File: config.mk
export PLATFORM = sky130hd
export DESIGN_NAME = png_stored_stream_encoder_unit
export DESIGN_NICKNAME = d
export VERILOG_FILES = /design/src/sv/pngse_pkg.sv /design/src/sv/pngse_front.sv /design/src/sv/pngse_back.sv /design/src/sv/png_stored_stream_encoder_unit.sv
export SDC_FILE = /design/constraint.sdc
export NUM_CORES = 2
export LEC_CHECK = 0
export BUFFER_PORTS_ARGS = -buffer_cell sky130_fd_sc_hd__buf_2
export CAP_MARGIN = 20
export CORE_ASPECT_RATIO = 0.6
export CORE_MARGIN = 2
export CORE_UTILIZATION = 60
export CTS_CLUSTER_DIAMETER = 80
export DETAILED_ROUTE_END_ITERATION = 7
export PLACE_DENSITY = 0.76
export SLEW_MARGIN = 20
export SYNTH_ARGS = -nofsm -noshare
export SYNTH_HDL_FRONTEND = slang
export SYNTH_SLANG_ARGS = --single-unit
File: constraint.sdc
create_clock -name clk -period 10.16 [get_ports clk]
set_input_delay 0.508 -clock clk [delete_from_list [all_inputs] [get_ports clk]]
set_output_delay 0.508 -clock clk [all_outputs]
set_load 0.02 [all_outputs]
File: src/sv/pngse_pkg.sv
// shared types, constants and helper functions of the png stored-stream encoder
package pngse_pkg;

	localparam int unsigned MAX_DIM = 16384;

	localparam logic [31:0] CRC_POLY  = 32'hEDB88320;
	localparam logic [16:0] ADLER_MOD = 17'd65521;
	localparam logic [15:0] BLOCK_MAX = 16'hFFFF;
	localparam logic [7:0]  ZLIB_CMF  = 8'h78;
	localparam logic [7:0]  ZLIB_FLG  = 8'h01;

	// register indexes of the configuration channel
	localparam logic [1:0] CFG_WIDTH  = 2'd0;
	localparam logic [1:0] CFG_HEIGHT = 2'd1;
	localparam logic [1:0] CFG_ALPHA  = 2'd2;

	// last step index of each output burst
	localparam logic [5:0] HDR_LAST = 6'd42;
	localparam logic [5:0] BLK_LAST = 6'd4;
	localparam logic [5:0] TRL_LAST = 6'd19;

	typedef struct packed {
		logic [14:0] image_width;
		logic [14:0] image_height;
		logic        has_alpha;
	} cfg_t;

	typedef struct packed {
		logic [7:0] data;
		logic       first;
		logic       row_start;
		logic       last;
	} item_t;

	typedef enum logic [3:0] {
		ST_RAW = 4'b0001,
		ST_HDR = 4'b0010,
		ST_BLK = 4'b0100,
		ST_TRL = 4'b1000
	} st_t;

	function automatic logic [14:0] clamp_dim(input logic [14:0] v);
		logic [14:0] r;
		if (v == 15'd0) r = 15'd1;
		else if (v > 15'(MAX_DIM)) r = 15'(MAX_DIM);
		else r = v;
		return r;
	endfunction

	function automatic logic [16:0] row_bytes(input cfg_t c);
		logic [14:0] w;
		logic [16:0] r;
		w = clamp_dim(c.image_width);
		if (c.has_alpha) r = {w, 2'b00};
		else r = {1'b0, w, 1'b0} + {2'b00, w};
		return r;
	endfunction

	function automatic logic [31:0] crc_byte(input logic [31:0] c, input logic [7:0] b);
		logic [31:0] x;
		x = c ^ {24'd0, b};
		for (int k = 0; k < 8; k++) begin
			x = x[0] ? ((x >> 1) ^ CRC_POLY) : (x >> 1);
		end
		return x;
	endfunction

endpackage

File: src/sv/pngse_front.sv
// front end: configuration registers, pixel classification and item queue
module pngse_front (
	input  logic                 clk,
	input  logic                 arst_n,
	input  logic                 cfg_valid,
	output logic                 cfg_ready,
	input  logic [1:0]           cfg_index,
	input  logic [14:0]          cfg_data,
	input  logic                 s_tvalid,
	output logic                 s_tready,
	input  logic [7:0]           s_tdata,
	output pngse_pkg::cfg_t      cfg,
	output logic                 head_valid,
	output pngse_pkg::item_t     head,
	input  logic                 pop
);

	pngse_pkg::cfg_t  cfg_q;
	pngse_pkg::item_t fifo_q [4];
	logic [1:0]  wr_ptr_q, rd_ptr_q;
	logic [2:0]  cnt_q;
	logic [16:0] col_q;
	logic [14:0] row_q;
	logic        busy_q;

	logic [16:0] rb;
	logic [14:0] hc;
	logic        row_end, last, push;
	pngse_pkg::item_t item;

	assign cfg_ready  = 1'b1;
	assign cfg        = cfg_q;
	assign s_tready   = (cnt_q != 3'd4);
	assign push       = s_tvalid & s_tready;
	assign head_valid = (cnt_q != 3'd0);
	assign head       = fifo_q[rd_ptr_q];

	assign rb      = pngse_pkg::row_bytes(cfg_q);
	assign hc      = pngse_pkg::clamp_dim(cfg_q.image_height);
	assign row_end = ((col_q + 17'd1) == rb);
	assign last    = row_end && (row_q == (hc - 15'd1));

	always_comb begin
		item.data      = s_tdata;
		item.first     = ~busy_q;
		item.row_start = (col_q == 17'd0);
		item.last      = last;
	end

	// writes in the middle of an image are dropped
	always_ff @(posedge clk or negedge arst_n) begin
		if (!arst_n) begin
			cfg_q.image_width  <= 15'd1;
			cfg_q.image_height <= 15'd1;
			cfg_q.has_alpha    <= 1'b0;
		end else if (cfg_valid && !busy_q) begin
			case (cfg_index)
				pngse_pkg::CFG_WIDTH:  cfg_q.image_width  <= cfg_data;
				pngse_pkg::CFG_HEIGHT: cfg_q.image_height <= cfg_data;
				pngse_pkg::CFG_ALPHA:  cfg_q.has_alpha    <= cfg_data[0];
				default: ;
			endcase
		end
	end

	always_ff @(posedge clk) begin
		if (push) fifo_q[wr_ptr_q] <= item;
	end

	always_ff @(posedge clk or negedge arst_n) begin
		if (!arst_n) begin
			wr_ptr_q <= 2'd0;
			rd_ptr_q <= 2'd0;
			cnt_q    <= 3'd0;
			col_q    <= 17'd0;
			row_q    <= 15'd0;
			busy_q   <= 1'b0;
		end else begin
			if (push) wr_ptr_q <= wr_ptr_q + 2'd1;
			if (pop) rd_ptr_q <= rd_ptr_q + 2'd1;
			case ({push, pop})
				2'b10:   cnt_q <= cnt_q + 3'd1;
				2'b01:   cnt_q <= cnt_q - 3'd1;
				default: cnt_q <= cnt_q;
			endcase
			if (push) begin
				busy_q <= ~last;
				if (row_end) begin
					col_q <= 17'd0;
					row_q <= last ? 15'd0 : row_q + 15'd1;
				end else begin
					col_q <= col_q + 17'd1;
				end
			end
		end
	end

endmodule

File: src/sv/pngse_back.sv
// back end: byte sequencer for headers, stored blocks and trailer, with crc and adler
module pngse_back (
	input  logic                 clk,
	input  logic                 arst_n,
	input  pngse_pkg::cfg_t      cfg,
	input  logic                 head_valid,
	input  pngse_pkg::item_t     head,
	output logic                 pop,
	output logic                 m_tvalid,
	input  logic                 m_tready,
	output logic [7:0]           m_tdata,
	output logic                 m_tlast
);

	pngse_pkg::st_t st_q, eff_st;
	logic [5:0]  idx_q, eff_idx;
	logic        hdr_done_q, filt_done_q;
	logic [31:0] crc_q, crc_inv, idat_q;
	logic [15:0] adl_lo_q, adl_hi_q, blk_rem_q;
	logic [30:0] raw_rem_q;
	logic        out_valid_q, out_last_q;
	logic [7:0]  out_byte_q;

	logic        have, fire, is_filt, crc_en, crc_rst, eof;
	logic [7:0]  b;
	logic [15:0] len, lo_n, hi_n, q0, blocks;
	logic        final_blk;
	logic [14:0] wc, hc;
	logic [30:0] raw_calc;
	logic [31:0] t, idat_calc;
	logic [16:0] r0, lo17, hi17;

	assign crc_inv = ~crc_q;
	assign wc = pngse_pkg::clamp_dim(cfg.image_width);
	assign hc = pngse_pkg::clamp_dim(cfg.image_height);
	assign raw_calc = {14'd0, pngse_pkg::row_bytes(cfg) + 17'd1} * {16'd0, hc};

	// blocks = ceil(raw / 65535) from the 2^16 - 1 folding identity
	assign t  = {1'b0, raw_rem_q} + 32'd65534;
	assign q0 = t[31:16];
	assign r0 = {1'b0, t[15:0]} + {1'b0, q0};
	assign blocks = q0 + ((r0 >= {1'b0, pngse_pkg::BLOCK_MAX}) ? 16'd1 : 16'd0);
	assign idat_calc = 32'd6 + {1'b0, raw_rem_q} + {14'd0, blocks, 2'b00} + {16'd0, blocks};

	assign len = (raw_rem_q < {15'd0, pngse_pkg::BLOCK_MAX}) ? raw_rem_q[15:0]
		: pngse_pkg::BLOCK_MAX;
	assign final_blk = ({15'd0, len} == raw_rem_q);
	assign is_filt = head.row_start && !filt_done_q;

	always_comb begin
		eff_st  = st_q;
		eff_idx = idx_q;
		have    = 1'b1;
		if (st_q == pngse_pkg::ST_RAW) begin
			have    = head_valid;
			eff_idx = 6'd0;
			if (head.first && !hdr_done_q) eff_st = pngse_pkg::ST_HDR;
			else if (blk_rem_q == 16'd0) eff_st = pngse_pkg::ST_BLK;
			else eff_st = pngse_pkg::ST_RAW;
		end
	end

	assign fire = have && (!out_valid_q || m_tready);
	assign pop  = fire && (eff_st == pngse_pkg::ST_RAW) && !is_filt;

	always_comb begin
		b       = 8'h00;
		crc_en  = 1'b0;
		crc_rst = 1'b0;
		eof     = 1'b0;
		case (eff_st)
			pngse_pkg::ST_HDR: begin
				crc_en = 1'b1;
				case (eff_idx)
					6'd0:  begin b = 8'h89; crc_en = 1'b0; end
					6'd1:  begin b = 8'h50; crc_en = 1'b0; end
					6'd2:  begin b = 8'h4E; crc_en = 1'b0; end
					6'd3:  begin b = 8'h47; crc_en = 1'b0; end
					6'd4:  begin b = 8'h0D; crc_en = 1'b0; end
					6'd5:  begin b = 8'h0A; crc_en = 1'b0; end
					6'd6:  begin b = 8'h1A; crc_en = 1'b0; end
					6'd7:  begin b = 8'h0A; crc_en = 1'b0; end
					6'd8, 6'd9, 6'd10: crc_en = 1'b0;
					6'd11: begin b = 8'h0D; crc_en = 1'b0; end
					6'd12: begin b = 8'h49; crc_rst = 1'b1; end
					6'd13: b = 8'h48;
					6'd14: b = 8'h44;
					6'd15: b = 8'h52;
					6'd18: b = {1'b0, wc[14:8]};
					6'd19: b = wc[7:0];
					6'd22: b = {1'b0, hc[14:8]};
					6'd23: b = hc[7:0];
					6'd24: b = 8'h08;
					6'd25: b = cfg.has_alpha ? 8'h06 : 8'h02;
					6'd29: begin b = crc_inv[31:24]; crc_en = 1'b0; end
					6'd30: begin b = crc_inv[23:16]; crc_en = 1'b0; end
					6'd31: begin b = crc_inv[15:8];  crc_en = 1'b0; end
					6'd32: begin b = crc_inv[7:0];   crc_en = 1'b0; end
					6'd33: begin b = idat_q[31:24]; crc_en = 1'b0; end
					6'd34: begin b = idat_q[23:16]; crc_en = 1'b0; end
					6'd35: begin b = idat_q[15:8];  crc_en = 1'b0; end
					6'd36: begin b = idat_q[7:0];   crc_en = 1'b0; end
					6'd37: begin b = 8'h49; crc_rst = 1'b1; end
					6'd38: b = 8'h44;
					6'd39: b = 8'h41;
					6'd40: b = 8'h54;
					6'd41: b = pngse_pkg::ZLIB_CMF;
					6'd42: b = pngse_pkg::ZLIB_FLG;
					default: b = 8'h00;
				endcase
			end
			pngse_pkg::ST_BLK: begin
				crc_en = 1'b1;
				case (eff_idx)
					6'd0:    b = {7'd0, final_blk};
					6'd1:    b = len[7:0];
					6'd2:    b = len[15:8];
					6'd3:    b = ~len[7:0];
					default: b = ~len[15:8];
				endcase
			end
			pngse_pkg::ST_TRL: begin
				case (eff_idx)
					6'd0:  begin b = adl_hi_q[15:8]; crc_en = 1'b1; end
					6'd1:  begin b = adl_hi_q[7:0];  crc_en = 1'b1; end
					6'd2:  begin b = adl_lo_q[15:8]; crc_en = 1'b1; end
					6'd3:  begin b = adl_lo_q[7:0];  crc_en = 1'b1; end
					6'd4:  b = crc_inv[31:24];
					6'd5:  b = crc_inv[23:16];
					6'd6:  b = crc_inv[15:8];
					6'd7:  b = crc_inv[7:0];
					6'd12: begin b = 8'h49; crc_en = 1'b1; crc_rst = 1'b1; end
					6'd13: begin b = 8'h45; crc_en = 1'b1; end
					6'd14: begin b = 8'h4E; crc_en = 1'b1; end
					6'd15: begin b = 8'h44; crc_en = 1'b1; end
					6'd16: b = crc_inv[31:24];
					6'd17: b = crc_inv[23:16];
					6'd18: b = crc_inv[15:8];
					6'd19: begin b = crc_inv[7:0]; eof = 1'b1; end
					default: b = 8'h00;
				endcase
			end
			default: begin
				b      = is_filt ? 8'h00 : head.data;
				crc_en = 1'b1;
			end
		endcase
	end

	// adler-32 step over one raw byte
	always_comb begin
		lo17 = {1'b0, adl_lo_q} + {9'd0, b};
		lo_n = (lo17 >= pngse_pkg::ADLER_MOD) ? 16'(lo17 - pngse_pkg::ADLER_MOD) : lo17[15:0];
		hi17 = {1'b0, adl_hi_q} + {1'b0, lo_n};
		hi_n = (hi17 >= pngse_pkg::ADLER_MOD) ? 16'(hi17 - pngse_pkg::ADLER_MOD) : hi17[15:0];
	end

	always_ff @(posedge clk) begin
		if (fire) begin
			out_byte_q <= b;
			out_last_q <= eof;
			if (crc_en) crc_q <= pngse_pkg::crc_byte(crc_rst ? 32'hFFFFFFFF : crc_q, b);
			case (eff_st)
				pngse_pkg::ST_HDR: begin
					if (eff_idx == 6'd0) begin
						raw_rem_q <= raw_calc;
						adl_lo_q  <= 16'd1;
						adl_hi_q  <= 16'd0;
					end
					if (eff_idx == 6'd1) idat_q <= idat_calc;
				end
				pngse_pkg::ST_RAW: begin
					raw_rem_q <= raw_rem_q - 31'd1;
					adl_lo_q  <= lo_n;
					adl_hi_q  <= hi_n;
				end
				default: ;
			endcase
		end
	end

	always_ff @(posedge clk or negedge arst_n) begin
		if (!arst_n) begin
			st_q        <= pngse_pkg::ST_RAW;
			idx_q       <= 6'd0;
			hdr_done_q  <= 1'b0;
			filt_done_q <= 1'b0;
			blk_rem_q   <= 16'd0;
			out_valid_q <= 1'b0;
		end else begin
			if (fire) out_valid_q <= 1'b1;
			else if (m_tready) out_valid_q <= 1'b0;
			if (fire) begin
				case (eff_st)
					pngse_pkg::ST_HDR: begin
						if (eff_idx == 6'd0) blk_rem_q <= 16'd0;
						if (eff_idx == pngse_pkg::HDR_LAST) begin
							st_q       <= pngse_pkg::ST_RAW;
							hdr_done_q <= 1'b1;
						end else begin
							st_q  <= pngse_pkg::ST_HDR;
							idx_q <= eff_idx + 6'd1;
						end
					end
					pngse_pkg::ST_BLK: begin
						if (eff_idx == pngse_pkg::BLK_LAST) begin
							st_q      <= pngse_pkg::ST_RAW;
							blk_rem_q <= len;
						end else begin
							st_q  <= pngse_pkg::ST_BLK;
							idx_q <= eff_idx + 6'd1;
						end
					end
					pngse_pkg::ST_TRL: begin
						if (eff_idx == pngse_pkg::TRL_LAST) st_q <= pngse_pkg::ST_RAW;
						else idx_q <= eff_idx + 6'd1;
					end
					default: begin
						blk_rem_q <= blk_rem_q - 16'd1;
						if (is_filt) begin
							filt_done_q <= 1'b1;
						end else begin
							filt_done_q <= 1'b0;
							hdr_done_q  <= 1'b0;
							if (head.last) begin
								st_q  <= pngse_pkg::ST_TRL;
								idx_q <= 6'd0;
							end
						end
					end
				endcase
			end
		end
	end

	assign m_tvalid = out_valid_q;
	assign m_tdata  = out_byte_q;
	assign m_tlast  = out_last_q;

endmodule

File: src/sv/png_stored_stream_encoder_unit.sv
// top level of the png stored-stream encoder
// a pixel's byte enters the output register as the back end takes it from the queue
// throughput: one output byte per cycle while m_tready is high; an input byte per
// cycle except where the first pixel adds 43 header bytes, a stored block 5, a row
// a filter byte and the last pixel 20 trailer bytes, set by the single-byte back end
// reset: arst_n clears queue, counters and output; width and height go to 1, rgb
module png_stored_stream_encoder_unit (
	input  logic        clk,
	input  logic        arst_n,
	input  logic        cfg_valid,
	output logic        cfg_ready,
	input  logic [1:0]  cfg_index,
	input  logic [14:0] cfg_data,
	input  logic        s_tvalid,
	output logic        s_tready,
	input  logic [7:0]  s_tdata,   // pixel_byte
	output logic        m_tvalid,
	input  logic        m_tready,
	output logic [7:0]  m_tdata,   // out_byte
	output logic        m_tlast    // end_of_file
);

	pngse_pkg::cfg_t  cfg;
	pngse_pkg::item_t head;
	logic             head_valid, pop;

	pngse_front u_front (
		.clk        (clk),
		.arst_n     (arst_n),
		.cfg_valid  (cfg_valid),
		.cfg_ready  (cfg_ready),
		.cfg_index  (cfg_index),
		.cfg_data   (cfg_data),
		.s_tvalid   (s_tvalid),
		.s_tready   (s_tready),
		.s_tdata    (s_tdata),
		.cfg        (cfg),
		.head_valid (head_valid),
		.head       (head),
		.pop        (pop)
	);

	pngse_back u_back (
		.clk        (clk),
		.arst_n     (arst_n),
		.cfg        (cfg),
		.head_valid (head_valid),
		.head       (head),
		.pop        (pop),
		.m_tvalid   (m_tvalid),
		.m_tready   (m_tready),
		.m_tdata    (m_tdata),
		.m_tlast    (m_tlast)
	);

endmodule

; Yosys cells after proc, flatten, opt, wreduce, memory -nomap -nowiden
; Memories as Yosys holds them, arrays and structs flattened.
; Index checks and enable logic that the tools add are counted.
[op_classes]
add_sub_neg = 22
multipliers = 1
n_div = 0
n_lt_le_gt_ge = 6
n_eq_ne = 59
shift = 0
mux = 67
bitwise_logic = 18
n_reduce_logical = 48
[op_table]
columns = cell, count
row1 = $mux 32, 8
row2 = $pmux 8 s29, 1
row3 = $not 13->14, 8
row4 = $mux 16, 6
row5 = $pmux 8 s12, 1
row6 = $mux 15, 5
row7 = $eq 6x5->1 const B, 11
row8 = $eq 6x6->1 const B, 11
row9 = $pmux 16 s2, 2
row10 = $mux 31, 2
row11 = $pmux 31 s2, 1
row12 = $ge 17x16->1 const B, 3
row13 = $eq 6x4->1 const B, 8
row14 = $pmux 16 s3, 1
row15 = $mux 6, 6
row16 = $add 16x16->17, 2
row17 = $add 17x1->17 const B, 2
row18 = $mux 17, 2
row19 = $add 3x31->32 const A, 1
row20 = $add 31x16->32 const B, 1
row21 = $add 32x16->32, 1
row22 = $add 32x18->32, 1
row23 = $not 32->32, 1
row24 = $pmux 8 s4, 1
row25 = 64 further kinds, 135
[word_totals]
register_bits = 236
latch_bits = 0
mem_bits_rw = 44
mem_bits_ro = 0
input_bits = 30
output_inout_bits = 12
word_cells = 245
memories = 1
[mem_list]
columns = memory, words, word_bits, read_ports, rd_ports_with_merged_regs, write_ports, line
row1 = u_front.fifo_q, 4, 11, 1, 0, 1, pngse_front.sv:19  ; pngse_pkg::item_t fifo_q [4];

; Depth between registers and ports, before layout
[logic_depth]
depth_word = 24
depth_mapped = 45
ltp_nobuf = 41

; Modules after synthesis
; From an unflattened synthesis, not the netlist that was laid out.
[unflattened]
cells_unflattened = 3694
area_unflattened_um2 = 32636.3
[by_module_without_submodules]
columns = module, instances, cells_each, area_each_um2, seq_area_each_um2
row1 = pngse_back, 1, 2945, 25140.4, 4810.9
row2 = pngse_front, 1, 749, 7495.9, 3100.5

; Least setup slack after synthesis
; OpenSTA, ideal clock, no wires.
[synth_path]
path_type = register to register
startpoint = register u_back.st_q[0]
endpoint = register u_back.adl_hi_q[8], data pin
setup_time_ns = 0.133
arrival_time_ns = 9.945
t_required_ns = 10.027
slack_ns = 0.082
stages_incl_launch_ff = 42
path_buffers = 4
synth_period_minus_slack_ns = 10.078
path_cell_list = dfstp_2 or4b_4 buf_6 buf_6 clkbuf_1 nand2_1 inv_1 ha_1 clkbuf_1 or2_2 o2111ai_1 o31ai_1 nor4_1 a41oi_2 o21ai_1 nand4_1 ha_1 inv_1 [6 not listed] o311a_1 a211o_1 or2_2 o41ai_2 a21boi_0 or2_2 ha_1 nand3b_1 a21boi_0 o21a_1 or2_2 xor2_1 and3_1 nand4_1 nor4_1 a41oi_1 or4_1 nand2_1
[synth_between]
elab_chain_cells = 13
word_cells_on_any_way = 63
classes_between = add/sub: 4 / order compare: 2 / eq/ne: 39 / mux: 9 / reduce/logical: 9
[synth_lines]
columns = element, line
row1 = from (decl), pngse_back.sv:15  ; pngse_pkg::st_t st_q, eff_st;
row2 = from (signal assigned), pngse_back.sv:184  ; st_q <= pngse_pkg::ST_RAW;
row3 = from (signal assigned), pngse_back.sv:198  ; st_q <= pngse_pkg::ST_RAW;
row4 = from (signal assigned), pngse_back.sv:201  ; st_q <= pngse_pkg::ST_HDR;
row5 = $eq 4x1->1, pngse_back.sv:54  ; if (st_q == pngse_pkg::ST_RAW) begin
row6 = $mux 6, pngse_back.sv:54
row7 = $eq 6x6->1 (tied with other cells), pngse_back.sv:74  ; case (eff_idx)
row8 = $reduce_or 2->1 (no line), --
row9 = $pmux 8 s29 or $pmux 8 s12 (tied branches), "pngse_back.sv:74, pngse_back.sv:123"
row10 = $pmux 8 s3 (*), pngse_back.sv:71  ; case (eff_st)
row11 = named net u_back.b[0], pngse_back.sv:25  ; logic [7:0] b;
row12 = $add 16x8->17 (*), pngse_back.sv:152  ; lo17 = {1'b0, adl_lo_q} + {9'd0, b};
row13 = $sub 16x16->16 or $ge 17x16->1 (tied branches), pngse_back.sv:153  ; lo_n = (lo17 >= pngse_pkg::ADLER_MOD) ? 16'(lo17 - pngse_pkg::ADLER_MOD) : lo17[15:0];
row14 = $mux 16 (*), pngse_back.sv:153
row15 = named net u_back.lo_n[2], pngse_back.sv:26  ; logic [15:0] len, lo_n, hi_n, q0, blocks;
row16 = $add 16x16->17 (*), pngse_back.sv:154  ; hi17 = {1'b0, adl_hi_q} + {1'b0, lo_n};
row17 = $sub 16x16->16 or $ge 17x16->1 (tied branches), pngse_back.sv:155  ; hi_n = (hi17 >= pngse_pkg::ADLER_MOD) ? 16'(hi17 - pngse_pkg::ADLER_MOD) : hi17[15:0];
row18 = $mux 16 (*), pngse_back.sv:155
row19 = $pmux 16 s2 (*), pngse_back.sv:163  ; case (eff_st)
row20 = to (signal assigned), pngse_back.sv:175  ; adl_hi_q <= hi_n;
row21 = to (decl), pngse_back.sv:19  ; logic [15:0] adl_lo_q, adl_hi_q, blk_rem_q;
; The timed path passes the listed nets; every way through them passes the cells marked *.
; A chain may end at the register's enable or synchronous reset.

; Worst setup path in the final report
[layout_path]
startpoint = register u_back.raw_rem_q[21]
endpoint = register u_back.adl_hi_q[2], data pin
[layout_between]
elab_chain_cells = 12
word_cells_on_any_way = 16
classes_between = add/sub: 4 / order compare: 3 / eq/ne: 1 / mux: 6 / bitwise: 2
[layout_lines]
columns = element, line
row1 = from (decl), pngse_back.sv:20  ; logic [30:0] raw_rem_q;
row2 = from (signal assigned), pngse_back.sv:166  ; raw_rem_q <= raw_calc;
row3 = from (signal assigned), pngse_back.sv:173  ; raw_rem_q <= raw_rem_q - 31'd1;
row4 = $lt 31x16->1 (*), pngse_back.sv:45  ; assign len = (raw_rem_q < {15'd0, pngse_pkg::BLOCK_MAX}) ? raw_rem_q[15:0]
row5 = $mux 16 (*), pngse_back.sv:45
row6 = "$not 8->8, on equally long branches", "pngse_back.sv:119, pngse_back.sv:118"
row7 = $pmux 8 s4 (*), pngse_back.sv:114  ; case (eff_idx)
row8 = $pmux 8 s3 (*), pngse_back.sv:71
row9 = named net u_back.b[1], pngse_back.sv:25
row10 = $add 16x8->17 (*), pngse_back.sv:152
row11 = $sub 16x16->16 or $ge 17x16->1 (tied branches), pngse_back.sv:153
row12 = $mux 16 (*), pngse_back.sv:153
row13 = named net u_back.lo_n[8], pngse_back.sv:26
row14 = $add 16x16->17 (*), pngse_back.sv:154
row15 = $ge 17x16->1 (*), pngse_back.sv:155
row16 = $mux 16 (*), pngse_back.sv:155
row17 = $pmux 16 s2 (*), pngse_back.sv:163
; Marked as above.

==> run metrics <==
fill cell count=4,111; Clk pin slew, worst setup/hold paths=0.07 ns; post-route ant nets=0; hold path depth=1; dpl hpwl=85,400 um; Synth Warn #=0; most frequent cells after synthesis=nand2_1, nor2_1, inv_1; top-area cell type share of the netlist area=0.176; Vias=27,900; layout cell share with drive strength beyond 1=0.111; Syn Inst Count=3,438; crit path capture type=flop; async set-reset flop share out of synthesis=0.357; Die W=296 um; CTS root buffer=clkbuf_16; Worst Hold Class=in -> reg; count leader, synth=nand2_1; syn_nets=3,893; chip height=179 um; slowest stage delay, CP=0.60 ns; Synth-to-Final Area Change=9.61%; register area share after synthesis=0.258; Max Clock Skew=0.0379 ns; I/O Pins=42; R2R cell count=34; DP Area=0.0322 mm2; Final setup viols=0; Site Rows=64; htree depth=1; vias in the first global route=25,600; max-cap viol count=0; Synth area leader=edfxtp_1; router iterations before antenna repair=8; grt total ovfl=0; Routed wire per std cell=25.5 um; Non-Filler Cell Area, Final=0.0336 mm2; Top delay family on crit path=compound AO/OA/AOI/OAI gates; CTS tree=built; crit path time final=9.93 ns; R2R Setup Slk=0.23 ns; critical path arrival=10.28 ns; Startpoint Class=flop; Vias per Instance=6.61; status=finished clean; EDFF count, synth=180; Post-Syn Area=0.0306 mm2; ys flop type=edfxtp_1; initial antenna violation count=2; # DRC=0; Fmax=101 MHz; post-synthesis register bit count=280; I/O Buffers=40; Slew Viols, Final=0; measured slew at the worst slew-check pin=1.10 ns; Req. time, crit path=10.51 ns; Max-Slew Margin vs Limit=0.265; Initial Utilization=0.604; Total Wirelength=108,000 um; post-synth cell types=104; GR Util All Layers=0.405; GP Congestion=1.12; FF-to-FF Start=u_back.raw_rem_q[21]; DRT iter0 DRCs=4,153; first-pass GRT wire length=160,000 um; CP max FO=11; Final Net Count=3,954; Setup Crit Path Kind=reg -> reg; area of the die=0.0529 mm2; Hold Vio Cnt, Final=0; critical path buffer and inverter count=3; final worst path period share=0.978; RR Endpoint=u_back.adl_hi_q[2]; slowest CP cell=nor4_1; clk buf depth=3; Post-Syn Area per Cell=8.91 um2; CTS buffer count=30; Area contributors post-synth=edfxtp_1, fa_1, ha_1; largest net degree at the start of global routing=69; Worst Min Path Start=s_tdata[4]; hold path endpoint=u_front.fifo_q[0][7]; Core Box Area=0.0507 mm2; Clock Latency Late Sink=0.61 ns; CTS Sinks=280
sequential cells by signal (all words and copies together) (netlist names), 3 cells and up:
name and count:
u_front.fifo_q 44, u_back.crc_q 32, u_back.idat_q 32, u_back.raw_rem_q 31, u_front.cfg 31, u_front.col_q 17, u_back.adl_hi_q 16, u_back.adl_lo_q 16
u_back.blk_rem_q 16, u_front.row_q 15, u_back.m_tdata 8, u_back.idx_q 6, u_back.st_q 4, u_front.cnt_q 3
cell type report:
cell class	instances	area, um2	share of cell area
Tap cell	693	867	0.0258
Timing Repair Buffer	192	1390	0.0414
Multi-Input combinational cell	2719	21300	0.635
Sequential cell	280	7910	0.236
Inverter	276	1040	0.0309
Clock buffer	36	815	0.0243
Clock inverter	20	229	0.00682
Antenna cell	2	5.00	0.000149
worst reg2reg max path, delay by kind of cell (launching register included):
| family | cells | cell delay [ns] |
|---|---|---|
| fa+ha+maj | 2 | 0.70 |
| simple gates | 10 | 3.34 |
| mux | 1 | 0.38 |
| buf+inv | 3 | 0.47 |
| xor+xnor | 2 | 0.54 |
| compound gates | 16 | 3.72 |
| flops | 1 | 0.56 |
stage by stage:
step	worst slack, ns	setup TNS [ns]	hold WS, ns	cells	utilization
2_1_floorplan	0.0825	0	0.212	3438	-
3_3_place_gp	0.282	0	0.472	4150	0.635
3_5_place_dp	0.0542	0	0.482	4151	0.635
4_1_cts	0.0238	0	0.121	4209	0.656
5_1_grt	-0.0459	-0.0465	0.129	4216	0.662
6_report	0.226	0	0.140	4218	0.662
cells in the final DEF, fill, tap and decap left out, drive strengths merged, types with 25 or more instances in the layout:
cell,instances
nand2,397
nor2,331
inv,278
ha,213
fa,212
buf,191
xnor2,183
edfxtp,180
o21ai,173
a21oi,142
xor2,120
nand3,98
dfrtp,97
nor3,76
and2,58
nor2b,47
o31ai,42
o22ai,41
a21o,39
nand4,39
nor4,37
clkbuf,36
and3,35
mux2,30
or3,29
a31oi,27
nand2b,25
how the worst max path moves through the flow:
stage | from | end | slack (ns) | depth (start not counted)
final | u_back.raw_rem_q[21] | u_back.adl_hi_q[2] | 0.23 | 34
after global routing | u_front.cfg[19] | u_back.raw_rem_q[30] | -0.05 | 35
after CTS | u_back.raw_rem_q[3] | u_back.idat_q[30] | 0.02 | 40
after detailed placement | u_front.cfg[19] | u_back.raw_rem_q[30] | 0.05 | 33
after global placement | u_front.cfg[24] | u_back.raw_rem_q[30] | 0.28 | 35
after floorplan | u_back.st_q[0] | u_back.adl_hi_q[8] | 0.08 | 41
layer usage:
metal / track usage / part of all wire / up-vias
li1: - / - / 12100
met1: 0.631 / 0.43 / 13500
met2: 0.495 / 0.37 / 2019
met3: 0.186 / 0.18 / 235
met4: 0.0764 / 0.024 / 4
met5: 0.0197 / 0.00073 / -
kinds of logic (layout without fill, tap and decap cells):
family | after synthesis | count (layout) | share of synthesized area
xor+xnor | 308 | 308 | 0.0952
mux | 60 | 60 | 0.0253
compound gates | 682 | 682 | 0.147
fa+ha+maj | 425 | 425 | 0.226
simple gates | 1243 | 1243 | 0.193
buf+inv | 439 | 524 | 0.0557
other cells | 1 | 3 | 0.000122
flops | 280 | 280 | 0.258
repair_timing:
item	in CTS	in global routing
pin swaps	1	7
hold buffers	1	0
gates resized for setup	1	49
buffers inserted	1	5
setup endpoints to repair	1	35
endpoints found under the hold margin	31	0
Power is not shown: default switching activity piles up to over one toggle a cycle in this logic, so the estimate is an artifact.
